### config.mk
export PLATFORM = sky130hd
export DESIGN_NAME = tick_count_ascii_formatter
export DESIGN_NICKNAME = d
export VERILOG_FILES = /design/src/rtl/core/tcaf_pkg.sv /design/src/rtl/core/tick_count_ascii_formatter.sv /design/src/rtl/core/tcaf_front.sv /design/src/rtl/core/tcaf_queue.sv /design/src/rtl/core/tcaf_convert.sv /design/src/rtl/core/tcaf_emit.sv
export SDC_FILE = /design/constraint.sdc
export NUM_CORES = 1
export LEC_CHECK = 0
export ABC_AREA = 1
export ABC_CLOCK_PERIOD_IN_PS = 9800
export BUFFER_PORTS_ARGS = -buffer_cell sky130_fd_sc_hd__buf_4
export CAP_MARGIN = 25
export CORE_MARGIN = 2
export CORE_UTILIZATION = 55
export CTS_CLUSTER_SIZE = 8
export DETAILED_ROUTE_END_ITERATION = 10
export PLACE_DENSITY = 0.72
export SLEW_MARGIN = 40
export SYNTH_ARGS = -nofsm -noshare
export SYNTH_HDL_FRONTEND = slang
export SYNTH_SLANG_ARGS = --single-unit
### constraint.sdc
create_clock -name i_clk -period 9.8 [get_ports i_clk]
set_input_delay 0.49 -clock i_clk [delete_from_list [all_inputs] [get_ports i_clk]]
set_output_delay 0.49 -clock i_clk [all_outputs]
set_load 0.005 [all_outputs]
### src/rtl/core/tcaf_pkg.sv
// Shared types, constants and helper functions for the tick count ASCII formatter.
// Used by every module of the block; depends on nothing else.
package tcaf_pkg;

    // Timing and conversion constants.
    localparam int unsigned TICKS_PER_SECOND = 100;
    localparam int unsigned SECS_PER_MINUTE  = 60;
    localparam int unsigned COUNT_W          = 32;
    localparam int unsigned BITS_PER_STEP    = 4;
    localparam int unsigned NIBBLES          = COUNT_W / BITS_PER_STEP;
    localparam int unsigned STEP_CNT_W       = $clog2(NIBBLES);
    localparam int unsigned TPS_W            = $clog2(TICKS_PER_SECOND + 1);
    localparam int unsigned SEC_W            = $clog2(SECS_PER_MINUTE);
    localparam int unsigned FRAC_DIGITS      = 6;
    localparam int unsigned MIN_DIGITS       = 2;

    // Last conversion step counted while running (the first nibble is taken at load).
    localparam logic [STEP_CNT_W-1:0] RUN_LAST = STEP_CNT_W'(NIBBLES - 2);

    // Character positions within one run.
    localparam int unsigned CHAR_IDX_W = 3;
    localparam logic [CHAR_IDX_W-1:0] LAST_IDX = 3'd7;

    // Job queue geometry.
    localparam int unsigned QUEUE_DEPTH = 2;
    localparam int unsigned QPTR_W      = $clog2(QUEUE_DEPTH);
    localparam int unsigned QFILL_W     = $clog2(QUEUE_DEPTH + 1);

    // Character codes.
    localparam logic [7:0] CH_CR    = 8'h0D;
    localparam logic [7:0] CH_SPACE = 8'h20;
    localparam logic [7:0] CH_POINT = 8'h2E;
    localparam logic [7:0] CH_ZERO  = 8'h30;
    localparam logic [7:0] CH_ONE   = 8'h31;
    localparam logic [7:0] CH_TWO   = 8'h32;
    localparam logic [7:0] CH_THREE = 8'h33;
    localparam logic [7:0] CH_COLON = 8'h3A;
    localparam logic [7:0] CH_QUIT  = 8'h71;

    typedef enum logic [1:0] {
        MODE_MINSEC = 2'd0,
        MODE_POINT  = 2'd1,
        MODE_PLAIN  = 2'd2
    } t_mode;

    // One classified request travelling from the front end to the converter.
    typedef struct packed {
        logic               quit;
        t_mode              mode;
        logic [COUNT_W-1:0] count;
    } t_job;

    // Running state of the serial conversion.
    typedef struct packed {
        logic [TPS_W-1:0]           rem_tick;
        logic [SEC_W-1:0]           rem_sec;
        logic [4*MIN_DIGITS-1:0]    bcd_min;
        logic [4*FRAC_DIGITS-1:0]   bcd_frac;
    } t_acc;

    // Finished conversion handed to the character emitter.
    typedef struct packed {
        logic                       quit;
        t_mode                      mode;
        logic [4*MIN_DIGITS-1:0]    bcd_min;
        logic [SEC_W-1:0]           sec;
        logic [4*FRAC_DIGITS-1:0]   bcd_frac;
    } t_conv;

    typedef struct packed {
        logic       last;
        logic [7:0] code;
    } t_char;

    // One shift-and-add-three step on six BCD digits; the top digit's carry is
    // dropped, which keeps the value modulo one million.
    function automatic logic [4*FRAC_DIGITS-1:0] dabble_frac(
        logic [4*FRAC_DIGITS-1:0] bcd, logic b);
        logic [4*FRAC_DIGITS-1:0] adj;
        for (int i = 0; i < FRAC_DIGITS; i++) begin
            adj[4*i +: 4] = (bcd[4*i +: 4] >= 4'd5) ? bcd[4*i +: 4] + 4'd3 : bcd[4*i +: 4];
        end
        return {adj[4*FRAC_DIGITS-2:0], b};
    endfunction

    // The same step on two digits, keeping the minutes modulo one hundred.
    function automatic logic [4*MIN_DIGITS-1:0] dabble_min(
        logic [4*MIN_DIGITS-1:0] bcd, logic b);
        logic [4*MIN_DIGITS-1:0] adj;
        for (int i = 0; i < MIN_DIGITS; i++) begin
            adj[4*i +: 4] = (bcd[4*i +: 4] >= 4'd5) ? bcd[4*i +: 4] + 4'd3 : bcd[4*i +: 4];
        end
        return {adj[4*MIN_DIGITS-2:0], b};
    endfunction

    // One bit of the count: restoring division by the tick rate, whose quotient
    // bit feeds a restoring division by sixty, whose quotient bit feeds the
    // minutes digits. The raw bit also feeds the six-digit decimal form.
    function automatic t_acc acc_step(t_acc a, logic b);
        t_acc               r;
        logic [TPS_W:0]     t;
        logic               q_sec;
        logic [SEC_W:0]     u;
        logic               q_min;
        t     = {a.rem_tick, b};
        q_sec = (t >= (TPS_W+1)'(TICKS_PER_SECOND));
        r.rem_tick = q_sec ? TPS_W'(t - (TPS_W+1)'(TICKS_PER_SECOND)) : t[TPS_W-1:0];
        u     = {a.rem_sec, q_sec};
        q_min = (u >= (SEC_W+1)'(SECS_PER_MINUTE));
        r.rem_sec  = q_min ? SEC_W'(u - (SEC_W+1)'(SECS_PER_MINUTE)) : u[SEC_W-1:0];
        r.bcd_min  = dabble_min(a.bcd_min, q_min);
        r.bcd_frac = dabble_frac(a.bcd_frac, b);
        return r;
    endfunction

    function automatic logic [7:0] digit_char(logic [3:0] d);
        return CH_ZERO + {4'd0, d};
    endfunction

    // Splits seconds below sixty into tens and units digits.
    function automatic logic [7:0] sec_split(logic [SEC_W-1:0] s);
        logic [3:0]       tens;
        logic [SEC_W-1:0] units;
        if (s >= SEC_W'(50))      tens = 4'd5;
        else if (s >= SEC_W'(40)) tens = 4'd4;
        else if (s >= SEC_W'(30)) tens = 4'd3;
        else if (s >= SEC_W'(20)) tens = 4'd2;
        else if (s >= SEC_W'(10)) tens = 4'd1;
        else                      tens = 4'd0;
        units = s - SEC_W'(tens) * SEC_W'(10);
        return {tens, units[3:0]};
    endfunction

    // Character at a given position of a run.
    function automatic t_char char_at(t_conv c, logic [CHAR_IDX_W-1:0] idx);
        t_char      r;
        logic [7:0] s;
        s      = sec_split(c.sec);
        r.last = (idx == LAST_IDX);
        r.code = CH_CR;
        if (c.quit) begin
            r.last = 1'b1;
        end else begin
            case (c.mode)
                MODE_POINT: begin
                    case (idx)
                        3'd1:    r.code = digit_char(c.bcd_frac[23:20]);
                        3'd2:    r.code = digit_char(c.bcd_frac[19:16]);
                        3'd3:    r.code = digit_char(c.bcd_frac[15:12]);
                        3'd4:    r.code = digit_char(c.bcd_frac[11:8]);
                        3'd5:    r.code = CH_POINT;
                        3'd6:    r.code = digit_char(c.bcd_frac[7:4]);
                        3'd7:    r.code = digit_char(c.bcd_frac[3:0]);
                        default: r.code = CH_CR;
                    endcase
                end
                MODE_PLAIN: begin
                    case (idx)
                        3'd1:    r.code = digit_char(c.bcd_frac[23:20]);
                        3'd2:    r.code = digit_char(c.bcd_frac[19:16]);
                        3'd3:    r.code = digit_char(c.bcd_frac[15:12]);
                        3'd4:    r.code = digit_char(c.bcd_frac[11:8]);
                        3'd5:    r.code = digit_char(c.bcd_frac[7:4]);
                        3'd6:    r.code = digit_char(c.bcd_frac[3:0]);
                        3'd7:    r.code = CH_SPACE;
                        default: r.code = CH_CR;
                    endcase
                end
                default: begin
                    case (idx)
                        3'd1:    r.code = digit_char(c.bcd_min[7:4]);
                        3'd2:    r.code = digit_char(c.bcd_min[3:0]);
                        3'd3:    r.code = CH_COLON;
                        3'd4:    r.code = digit_char(s[7:4]);
                        3'd5:    r.code = digit_char(s[3:0]);
                        3'd6:    r.code = CH_SPACE;
                        3'd7:    r.code = CH_SPACE;
                        default: r.code = CH_CR;
                    endcase
                end
            endcase
        end
        return r;
    endfunction

endpackage

### src/rtl/core/tick_count_ascii_formatter.sv
// Top level of the tick count ASCII formatter: front end, job queue, converter, emitter.
// Depends on tcaf_pkg, tcaf_front, tcaf_queue, tcaf_convert and tcaf_emit.
//
// Usage: requests enter through a queue-like port (push/full) with an optional
// received byte and the current tick count. Characters leave through a second
// queue-like port (empty/pop), one character per request, last_char marking
// the final character of each run. A running request gives eight characters:
// a carriage return and the count in the held mode. A 'q' byte gives a single
// carriage return and stops all later output; requests are still taken.
// The converter consumes four bits of the 32-bit count per cycle, and the output
// register sends one character per cycle while the receiver keeps popping.
// A two-entry job queue lets requests be taken while a run is still draining.
// Reset clears the mode to minutes and seconds and releases the halt.
// When the receiver stalls, the output character holds, the converter keeps its
// finished result and the queue fills; full rises once it holds two jobs.
module tick_count_ascii_formatter (
    input  logic                          i_clk,
    input  logic                          i_rst_n,
    input  logic                          push,
    output logic                          full,
    input  logic                          i_byte_valid,
    input  logic [7:0]                    i_rx_byte,
    input  logic [tcaf_pkg::COUNT_W-1:0]  i_tick_count,
    output logic                          empty,
    input  logic                          pop,
    output logic [7:0]                    o_char_code,
    output logic                          o_last_char
);
    import tcaf_pkg::*;

    logic  q_wr, q_wr_ready;
    t_job  q_wr_data;
    logic  job_valid, job_take;
    t_job  job_data;
    logic  conv_valid, conv_take;
    t_conv conv_data;

    // Request classification.
    tcaf_front u_front (
        .i_clk        (i_clk),
        .i_rst_n      (i_rst_n),
        .i_push       (push),
        .o_full       (full),
        .i_byte_valid (i_byte_valid),
        .i_rx_byte    (i_rx_byte),
        .i_tick_count (i_tick_count),
        .o_job_valid  (q_wr),
        .o_job        (q_wr_data),
        .i_job_ready  (q_wr_ready)
    );

    // Decoupling queue.
    tcaf_queue u_queue (
        .i_clk      (i_clk),
        .i_rst_n    (i_rst_n),
        .i_wr       (q_wr),
        .i_wr_data  (q_wr_data),
        .o_wr_ready (q_wr_ready),
        .o_rd_valid (job_valid),
        .o_rd_data  (job_data),
        .i_rd       (job_take)
    );

    // Decimal conversion.
    tcaf_convert u_convert (
        .i_clk        (i_clk),
        .i_rst_n      (i_rst_n),
        .i_job_valid  (job_valid),
        .i_job        (job_data),
        .o_job_take   (job_take),
        .o_conv_valid (conv_valid),
        .o_conv       (conv_data),
        .i_conv_take  (conv_take)
    );

    // Character output.
    tcaf_emit u_emit (
        .i_clk        (i_clk),
        .i_rst_n      (i_rst_n),
        .i_conv_valid (conv_valid),
        .i_conv       (conv_data),
        .o_conv_take  (conv_take),
        .o_empty      (empty),
        .i_pop        (pop),
        .o_char_code  (o_char_code),
        .o_last_char  (o_last_char)
    );

`ifndef ASSERT_OFF
    // A finished conversion stays put until the emitter takes it.
    a_conv_hold: assert property (@(posedge i_clk) disable iff (!i_rst_n)
        conv_valid && !conv_take |=> conv_valid && $stable(conv_data))
        else $error("converter result changed before it was taken");

    // A queued job stays at the head until the converter takes it.
    a_job_hold: assert property (@(posedge i_clk) disable iff (!i_rst_n)
        job_valid && !job_take |=> job_valid && $stable(job_data))
        else $error("queue head changed before it was taken");

    // Once a quit job is written, the front end writes nothing more.
    a_quit_stops: assert property (@(posedge i_clk) disable iff (!i_rst_n)
        q_wr && q_wr_data.quit |=> !q_wr)
        else $error("job written after quit");
`endif

endmodule

### src/rtl/core/tcaf_front.sv
// Front end of the formatter: accepts input requests, tracks mode and halt state.
// Depends on tcaf_pkg.
module tcaf_front (
    input  logic                          i_clk,
    input  logic                          i_rst_n,
    input  logic                          i_push,
    output logic                          o_full,
    input  logic                          i_byte_valid,
    input  logic [7:0]                    i_rx_byte,
    input  logic [tcaf_pkg::COUNT_W-1:0]  i_tick_count,
    output logic                          o_job_valid,
    output tcaf_pkg::t_job                o_job,
    input  logic                          i_job_ready
);
    import tcaf_pkg::*;

    t_mode r_mode, n_mode;
    logic  r_halted, n_halted;
    logic  accept;

    // The front end is full exactly when the job queue is.
    assign o_full = !i_job_ready;
    assign accept = i_push && i_job_ready;

    // Classify the received byte once and form the job.
    always_comb begin
        n_mode      = r_mode;
        n_halted    = r_halted;
        o_job_valid = 1'b0;
        o_job.quit  = 1'b0;
        if (accept && !r_halted) begin
            o_job_valid = 1'b1;
            if (i_byte_valid) begin
                case (i_rx_byte)
                    CH_ONE:   n_mode = MODE_MINSEC;
                    CH_TWO:   n_mode = MODE_POINT;
                    CH_THREE: n_mode = MODE_PLAIN;
                    CH_QUIT: begin
                        o_job.quit = 1'b1;
                        n_halted   = 1'b1;
                    end
                    default: ;
                endcase
            end
        end
        o_job.mode  = n_mode;
        o_job.count = i_tick_count;
    end

    always_ff @(posedge i_clk) begin
        if (!i_rst_n) begin
            r_mode   <= MODE_MINSEC;
            r_halted <= 1'b0;
        end else begin
            r_mode   <= n_mode;
            r_halted <= n_halted;
        end
    end

endmodule

### src/rtl/core/tcaf_queue.sv
// Short job queue between the front end and the converter.
// Depends on tcaf_pkg.
module tcaf_queue (
    input  logic           i_clk,
    input  logic           i_rst_n,
    input  logic           i_wr,
    input  tcaf_pkg::t_job i_wr_data,
    output logic           o_wr_ready,
    output logic           o_rd_valid,
    output tcaf_pkg::t_job o_rd_data,
    input  logic           i_rd
);
    import tcaf_pkg::*;

    t_job               r_slot [QUEUE_DEPTH];
    logic [QPTR_W-1:0]  r_wr_ptr, r_rd_ptr;
    logic [QFILL_W-1:0] r_fill, n_fill;
    logic               wr_en, rd_en;

    assign o_wr_ready = (r_fill != QFILL_W'(QUEUE_DEPTH));
    assign o_rd_valid = (r_fill != '0);
    assign o_rd_data  = r_slot[r_rd_ptr];
    assign wr_en      = i_wr && o_wr_ready;
    assign rd_en      = i_rd && o_rd_valid;

    // Occupancy follows the two request strobes.
    always_comb begin
        n_fill = r_fill;
        if (wr_en && !rd_en) begin
            n_fill = r_fill + QFILL_W'(1);
        end else if (rd_en && !wr_en) begin
            n_fill = r_fill - QFILL_W'(1);
        end
    end

    always_ff @(posedge i_clk) begin
        if (!i_rst_n) begin
            r_wr_ptr <= '0;
            r_rd_ptr <= '0;
            r_fill   <= '0;
        end else begin
            r_fill <= n_fill;
            if (wr_en) begin
                r_wr_ptr <= (r_wr_ptr == QPTR_W'(QUEUE_DEPTH - 1)) ? '0 : r_wr_ptr + QPTR_W'(1);
            end
            if (rd_en) begin
                r_rd_ptr <= (r_rd_ptr == QPTR_W'(QUEUE_DEPTH - 1)) ? '0 : r_rd_ptr + QPTR_W'(1);
            end
        end
    end

    // Storage carries no reset.
    always_ff @(posedge i_clk) begin
        if (wr_en) begin
            r_slot[r_wr_ptr] <= i_wr_data;
        end
    end

endmodule

### src/rtl/core/tcaf_convert.sv
// Serial converter: turns a tick count into decimal digits, four bits a cycle.
// Depends on tcaf_pkg.
module tcaf_convert (
    input  logic            i_clk,
    input  logic            i_rst_n,
    input  logic            i_job_valid,
    input  tcaf_pkg::t_job  i_job,
    output logic            o_job_take,
    output logic            o_conv_valid,
    output tcaf_pkg::t_conv o_conv,
    input  logic            i_conv_take
);
    import tcaf_pkg::*;

    typedef enum logic [2:0] {
        CS_EMPTY = 3'b001,
        CS_RUN   = 3'b010,
        CS_DONE  = 3'b100
    } t_conv_state;

    t_conv_state             r_state, n_state;
    logic [STEP_CNT_W-1:0]   r_cnt;
    logic [COUNT_W-1:0]      r_shift;
    t_acc                    r_acc, acc_in, acc_out;
    logic                    r_quit;
    t_mode                   r_mode;
    logic [BITS_PER_STEP-1:0] bits;
    logic                    load;

    // A new job enters when the unit is empty or its result leaves this cycle.
    assign load = i_job_valid
               && ((r_state == CS_EMPTY) || ((r_state == CS_DONE) && i_conv_take));
    assign o_job_take = load;

    // Four bits of the count per cycle; the first nibble is taken at load.
    always_comb begin
        acc_in  = load ? '0 : r_acc;
        bits    = load ? i_job.count[COUNT_W-1 -: BITS_PER_STEP]
                       : r_shift[COUNT_W-1 -: BITS_PER_STEP];
        acc_out = acc_in;
        for (int k = BITS_PER_STEP - 1; k >= 0; k--) begin
            acc_out = acc_step(acc_out, bits[k]);
        end
    end

    // Sequencing of one job.
    always_comb begin
        n_state = r_state;
        case (r_state)
            CS_EMPTY: begin
                if (load) begin
                    n_state = i_job.quit ? CS_DONE : CS_RUN;
                end
            end
            CS_RUN: begin
                if (r_cnt == RUN_LAST) begin
                    n_state = CS_DONE;
                end
            end
            CS_DONE: begin
                if (load) begin
                    n_state = i_job.quit ? CS_DONE : CS_RUN;
                end else if (i_conv_take) begin
                    n_state = CS_EMPTY;
                end
            end
            default: n_state = CS_EMPTY;
        endcase
    end

    always_ff @(posedge i_clk) begin
        if (!i_rst_n) begin
            r_state <= CS_EMPTY;
            r_cnt   <= '0;
        end else begin
            r_state <= n_state;
            if (load) begin
                r_cnt <= '0;
            end else if (r_state == CS_RUN) begin
                r_cnt <= r_cnt + STEP_CNT_W'(1);
            end
        end
    end

    // Datapath registers carry no reset.
    always_ff @(posedge i_clk) begin
        if (load || (r_state == CS_RUN)) begin
            r_acc   <= acc_out;
            r_shift <= (load ? i_job.count : r_shift) << BITS_PER_STEP;
        end
        if (load) begin
            r_quit <= i_job.quit;
            r_mode <= i_job.mode;
        end
    end

    assign o_conv_valid    = (r_state == CS_DONE);
    assign o_conv.quit     = r_quit;
    assign o_conv.mode     = r_mode;
    assign o_conv.bcd_min  = r_acc.bcd_min;
    assign o_conv.sec      = r_acc.rem_sec;
    assign o_conv.bcd_frac = r_acc.bcd_frac;

endmodule

### src/rtl/core/tcaf_emit.sv
// Character emitter: walks a converted result and drives the output register.
// Depends on tcaf_pkg.
module tcaf_emit (
    input  logic            i_clk,
    input  logic            i_rst_n,
    input  logic            i_conv_valid,
    input  tcaf_pkg::t_conv i_conv,
    output logic            o_conv_take,
    output logic            o_empty,
    input  logic            i_pop,
    output logic [7:0]      o_char_code,
    output logic            o_last_char
);
    import tcaf_pkg::*;

    t_conv                  r_res;
    logic [CHAR_IDX_W-1:0]  r_idx;
    logic                   r_active;
    logic                   r_out_valid;
    logic [7:0]             r_char;
    logic                   r_last;
    t_char                  cur;
    logic                   free;
    logic                   take;

    assign cur  = char_at(r_res, r_idx);
    assign free = !r_out_valid || i_pop;
    // The next result is taken when idle or as the last character of the current run is registered.
    assign take = free && i_conv_valid && (!r_active || cur.last);
    assign o_conv_take = take;

    always_ff @(posedge i_clk) begin
        if (!i_rst_n) begin
            r_active    <= 1'b0;
            r_out_valid <= 1'b0;
            r_idx       <= '0;
        end else begin
            if (free) begin
                r_out_valid <= r_active;
            end
            if (take) begin
                r_active <= 1'b1;
                r_idx    <= '0;
            end else if (free && r_active) begin
                if (cur.last) begin
                    r_active <= 1'b0;
                end else begin
                    r_idx <= r_idx + CHAR_IDX_W'(1);
                end
            end
        end
    end

    // Payload registers carry no reset.
    always_ff @(posedge i_clk) begin
        if (take) begin
            r_res <= i_conv;
        end
        if (free && r_active) begin
            r_char <= cur.code;
            r_last <= cur.last;
        end
    end

    assign o_empty     = !r_out_valid;
    assign o_char_code = r_char;
    assign o_last_char = r_last;

endmodule
==> run_results.csv <==
group,metric,value,unit
route,remaining_drc_errors,0,
logic_synthesis,synth_edf_count,193,
route,via_per_inst,5.18,
logic_synthesis,synth.top_cell.area_share,44.9,%
grt,grtUsageTotal,20.5,%
outcome,status,"completed",
sta,max_slew.worst_pin.slew,0.758,ns
logic_synthesis,syn-cell-area,12900,um2
clock_tree,cts_max_level,1,
placed_design,port_buffers,53,
logic_synthesis,ys_top_cells_by_count,"nand2_1 (315), inv_1 (222), edfxtp_1 (193)",
placed_design,gp_congestion,0.894,
grt,grt_max_degree,82,
logic_synthesis,ys_ff_latch,212,
clock_tree,clk_pin_slew,0.05,ns
worst_setup_path,crit_type,"register to register",
sta,drv_slew,0,
final_layout,drive_gt1_share,12.7,%
placed_design,dp_hpwl,17400,um
logic_synthesis,synth_top_flop_cell,"edfxtp_1",
clock_tree,cts_sinks,212,
logic_synthesis,synth_largest_area_cell,"edfxtp_1",
worst_setup_path,critical_path_arrival,6.25,ns
logic_synthesis,ys_types,61,
clock_tree,cts_tree,"built",
route,wl_per_cell,13.3,um
logic_synthesis,synth_area_leaders,"edfxtp_1 (45%), nand2_1 (9.2%), ha_1 (8.2%)",
die,io_pins,56,
grt,grt_pass1_vias,9221,
route,drtPass1Iterations,5,
logic_synthesis,syn_avg_cell_area,9.01,um2
grt,antenna_found_initial,0,
worst_setup_path,crit_path_max_fanout,81,
final_layout,fin_nets,1630,
flow_run,maxCapViolCount,0,
final_layout,fillers,1954,
sta,fin_crit_sh,61.1,%
clock_tree,post_cts_resized,0,
sta,rsz0062_at_grt,"no",
sta,maxSlewHeadroom,49.3,%
sta,finalHoldViolCount,0,
logic_synthesis,synthArstFlopShare,0,%
die,die_h,157,um
worst_setup_path,critPathLaunchType,"register",
final_layout,area_growth_syn_to_layout,12.6,%
worst_setup_path,end_kind,"register",
grt,grt_pass1_wl,41600,um
sta,fmax,167,MHz
die,die-area,24700,um2
logic_synthesis,synthCells,1431,
route,ant_nets,0,
clock_tree,cts_made_buffers,30,
clock_tree,clk_path_buf_depth,3,
clock_tree,post_cts_buffers,0,
sta,skew,0.0210,ns
logic_synthesis,synth_most_common_cell,"nand2_1",
sta,period_minus_slack,5.99,ns
final_layout,n_antenna_cell,0,
sta,setup_violations,0,
clock_tree,clkLatencyLatePin,0.54,ns
clock_tree,root_buffer,"clkbuf_16",
logic_synthesis,synth_seq_area_share,47.9,%
final_layout,post-route-util,62.4,%
die,core,23300,um2
route,wirelength,24600,um
logic_synthesis,yosys_warnings,0,
grt,overflow,0,
hold_path,hold_path.class,"input pin to register",
worst_setup_path,critPathSlowestCell,"inv_6",
die,num_rows,56,
worst_setup_path,cp_common_cell,"ha_1",
die,initial_core_util,55.5,%
die,dieWidth,157,um
route,via_count,9540,
route,drt-initial-drc-count,574,
clock_tree,cts_hold_buf,0,
sta,setup-tns-final,0,ns
worst_setup_path,crit_required,10.06,ns
worst_setup_path,slowest_delay,0.56,ns
-- worst paths after layout --
kind | start | to | slack (ns) | cells past startpoint
max | u_emit.r_idx[1] | u_convert.o_conv[5] | 3.81 | 30
min | i_tick_count[31] | u_queue.r_slot[0][31] | 0.14 | 1
max reg2reg | u_emit.r_idx[1] | u_convert.o_conv[5] | 3.81 | 30
min reg2reg | u_convert.r_quit | u_emit.r_res[40] | 0.42 | 0
-- worst max-delay path, delay by kind of cell (launching register included) --
family | cells | cell delay, ns
buf+inv | 6 | 1.03
flops | 1 | 0.42
fa+ha+maj | 6 | 1.35
compound gates | 5 | 0.83
xor+xnor | 3 | 0.75
simple gates | 10 | 1.29
-- cells in the final DEF (no fill, tap or decap), types with 30 or more instances in the layout --
cell type / count
ha_1: 85
nand2_1: 314
xor2_1: 38
o21ai_0: 74
nor2_1: 100
edfxtp_1: 193
a21oi_1: 58
o21ai_1: 37
buf_4: 56
nand3_1: 49
clkbuf_16: 30
inv_1: 222
-- area by class of cell --
type	instances	area [um2]	share of cell area (%)
repair buffers	58	450	3.10
clock buffers	55	855	5.88
clock inverters	1	16.3	0.112
well taps	319	399	2.75
multi-input cells	961	5730	39.5
inverters	236	893	6.15
flip-flops and latches	212	6180	42.5
-- registers in the layout, summed over array words and instances (netlist names), named ones only --
| register | cells |
|---|---|
| u_front.r_halted | 1 |
| u_convert.r_cnt | 3 |
| u_emit.o_last_char | 1 |
| u_convert.r_shift | 28 |
| u_queue.r_wr_ptr | 1 |
| u_front.r_mode | 2 |
| u_convert.r_state | 3 |
| u_convert.r_quit | 1 |
| u_emit.r_out_valid | 1 |
| u_convert.o_conv | 38 |
| u_emit.r_res | 41 |
| u_convert.r_acc | 6 |
| u_queue.r_slot | 70 |
| u_queue.r_rd_ptr | 1 |
| u_queue.r_fill | 2 |
| u_convert.r_mode | 2 |
| u_emit.r_active | 1 |
| u_emit.r_idx | 3 |
| u_emit.o_char_code | 6 |
-- logic make-up (layout without fill, tap and decap cells) --
logic type,Yosys count,in the layout,share of synthesized area (%)
simple gates,572,572,20.4
buf+inv,259,350,7.96
compound gates,249,249,11.3
flops,212,212,47.9
fa+ha+maj,86,86,8.40
xor+xnor,48,48,3.64
mux,4,4,0.310
other cells,1,2,0.0291
-- stage by stage --
step,hold slack (ns),cell area [um2],std cells,setup slack (ns)
5_1_grt,0.123,14500,1842,3.18
3_3_place_gp,0.404,13600,1784,4.03
2_1_floorplan,0.400,12900,1432,4.54
6_report,0.136,14500,1842,3.81
3_5_place_dp,0.407,13600,1786,3.77
4_1_cts,0.121,14500,1842,3.72
-- per-layer routing --
metal / GRT usage [%] / vias up / part of all wire [%] / wire length, um
li1: - / 4888 / - / -
met1: 26.5 / 4417 / 46 / 11200
met2: 36.7 / 196 / 49 / 12000
met3: 2.48 / 39 / 3.6 / 880
met4: 5.28 / 0 / 2.0 / 483
met5: 0 / - / 0 / 0
Power is left out: the tool's default activity adds up to more than one toggle a clock period on the data nets, which glitch-free logic cannot reach.
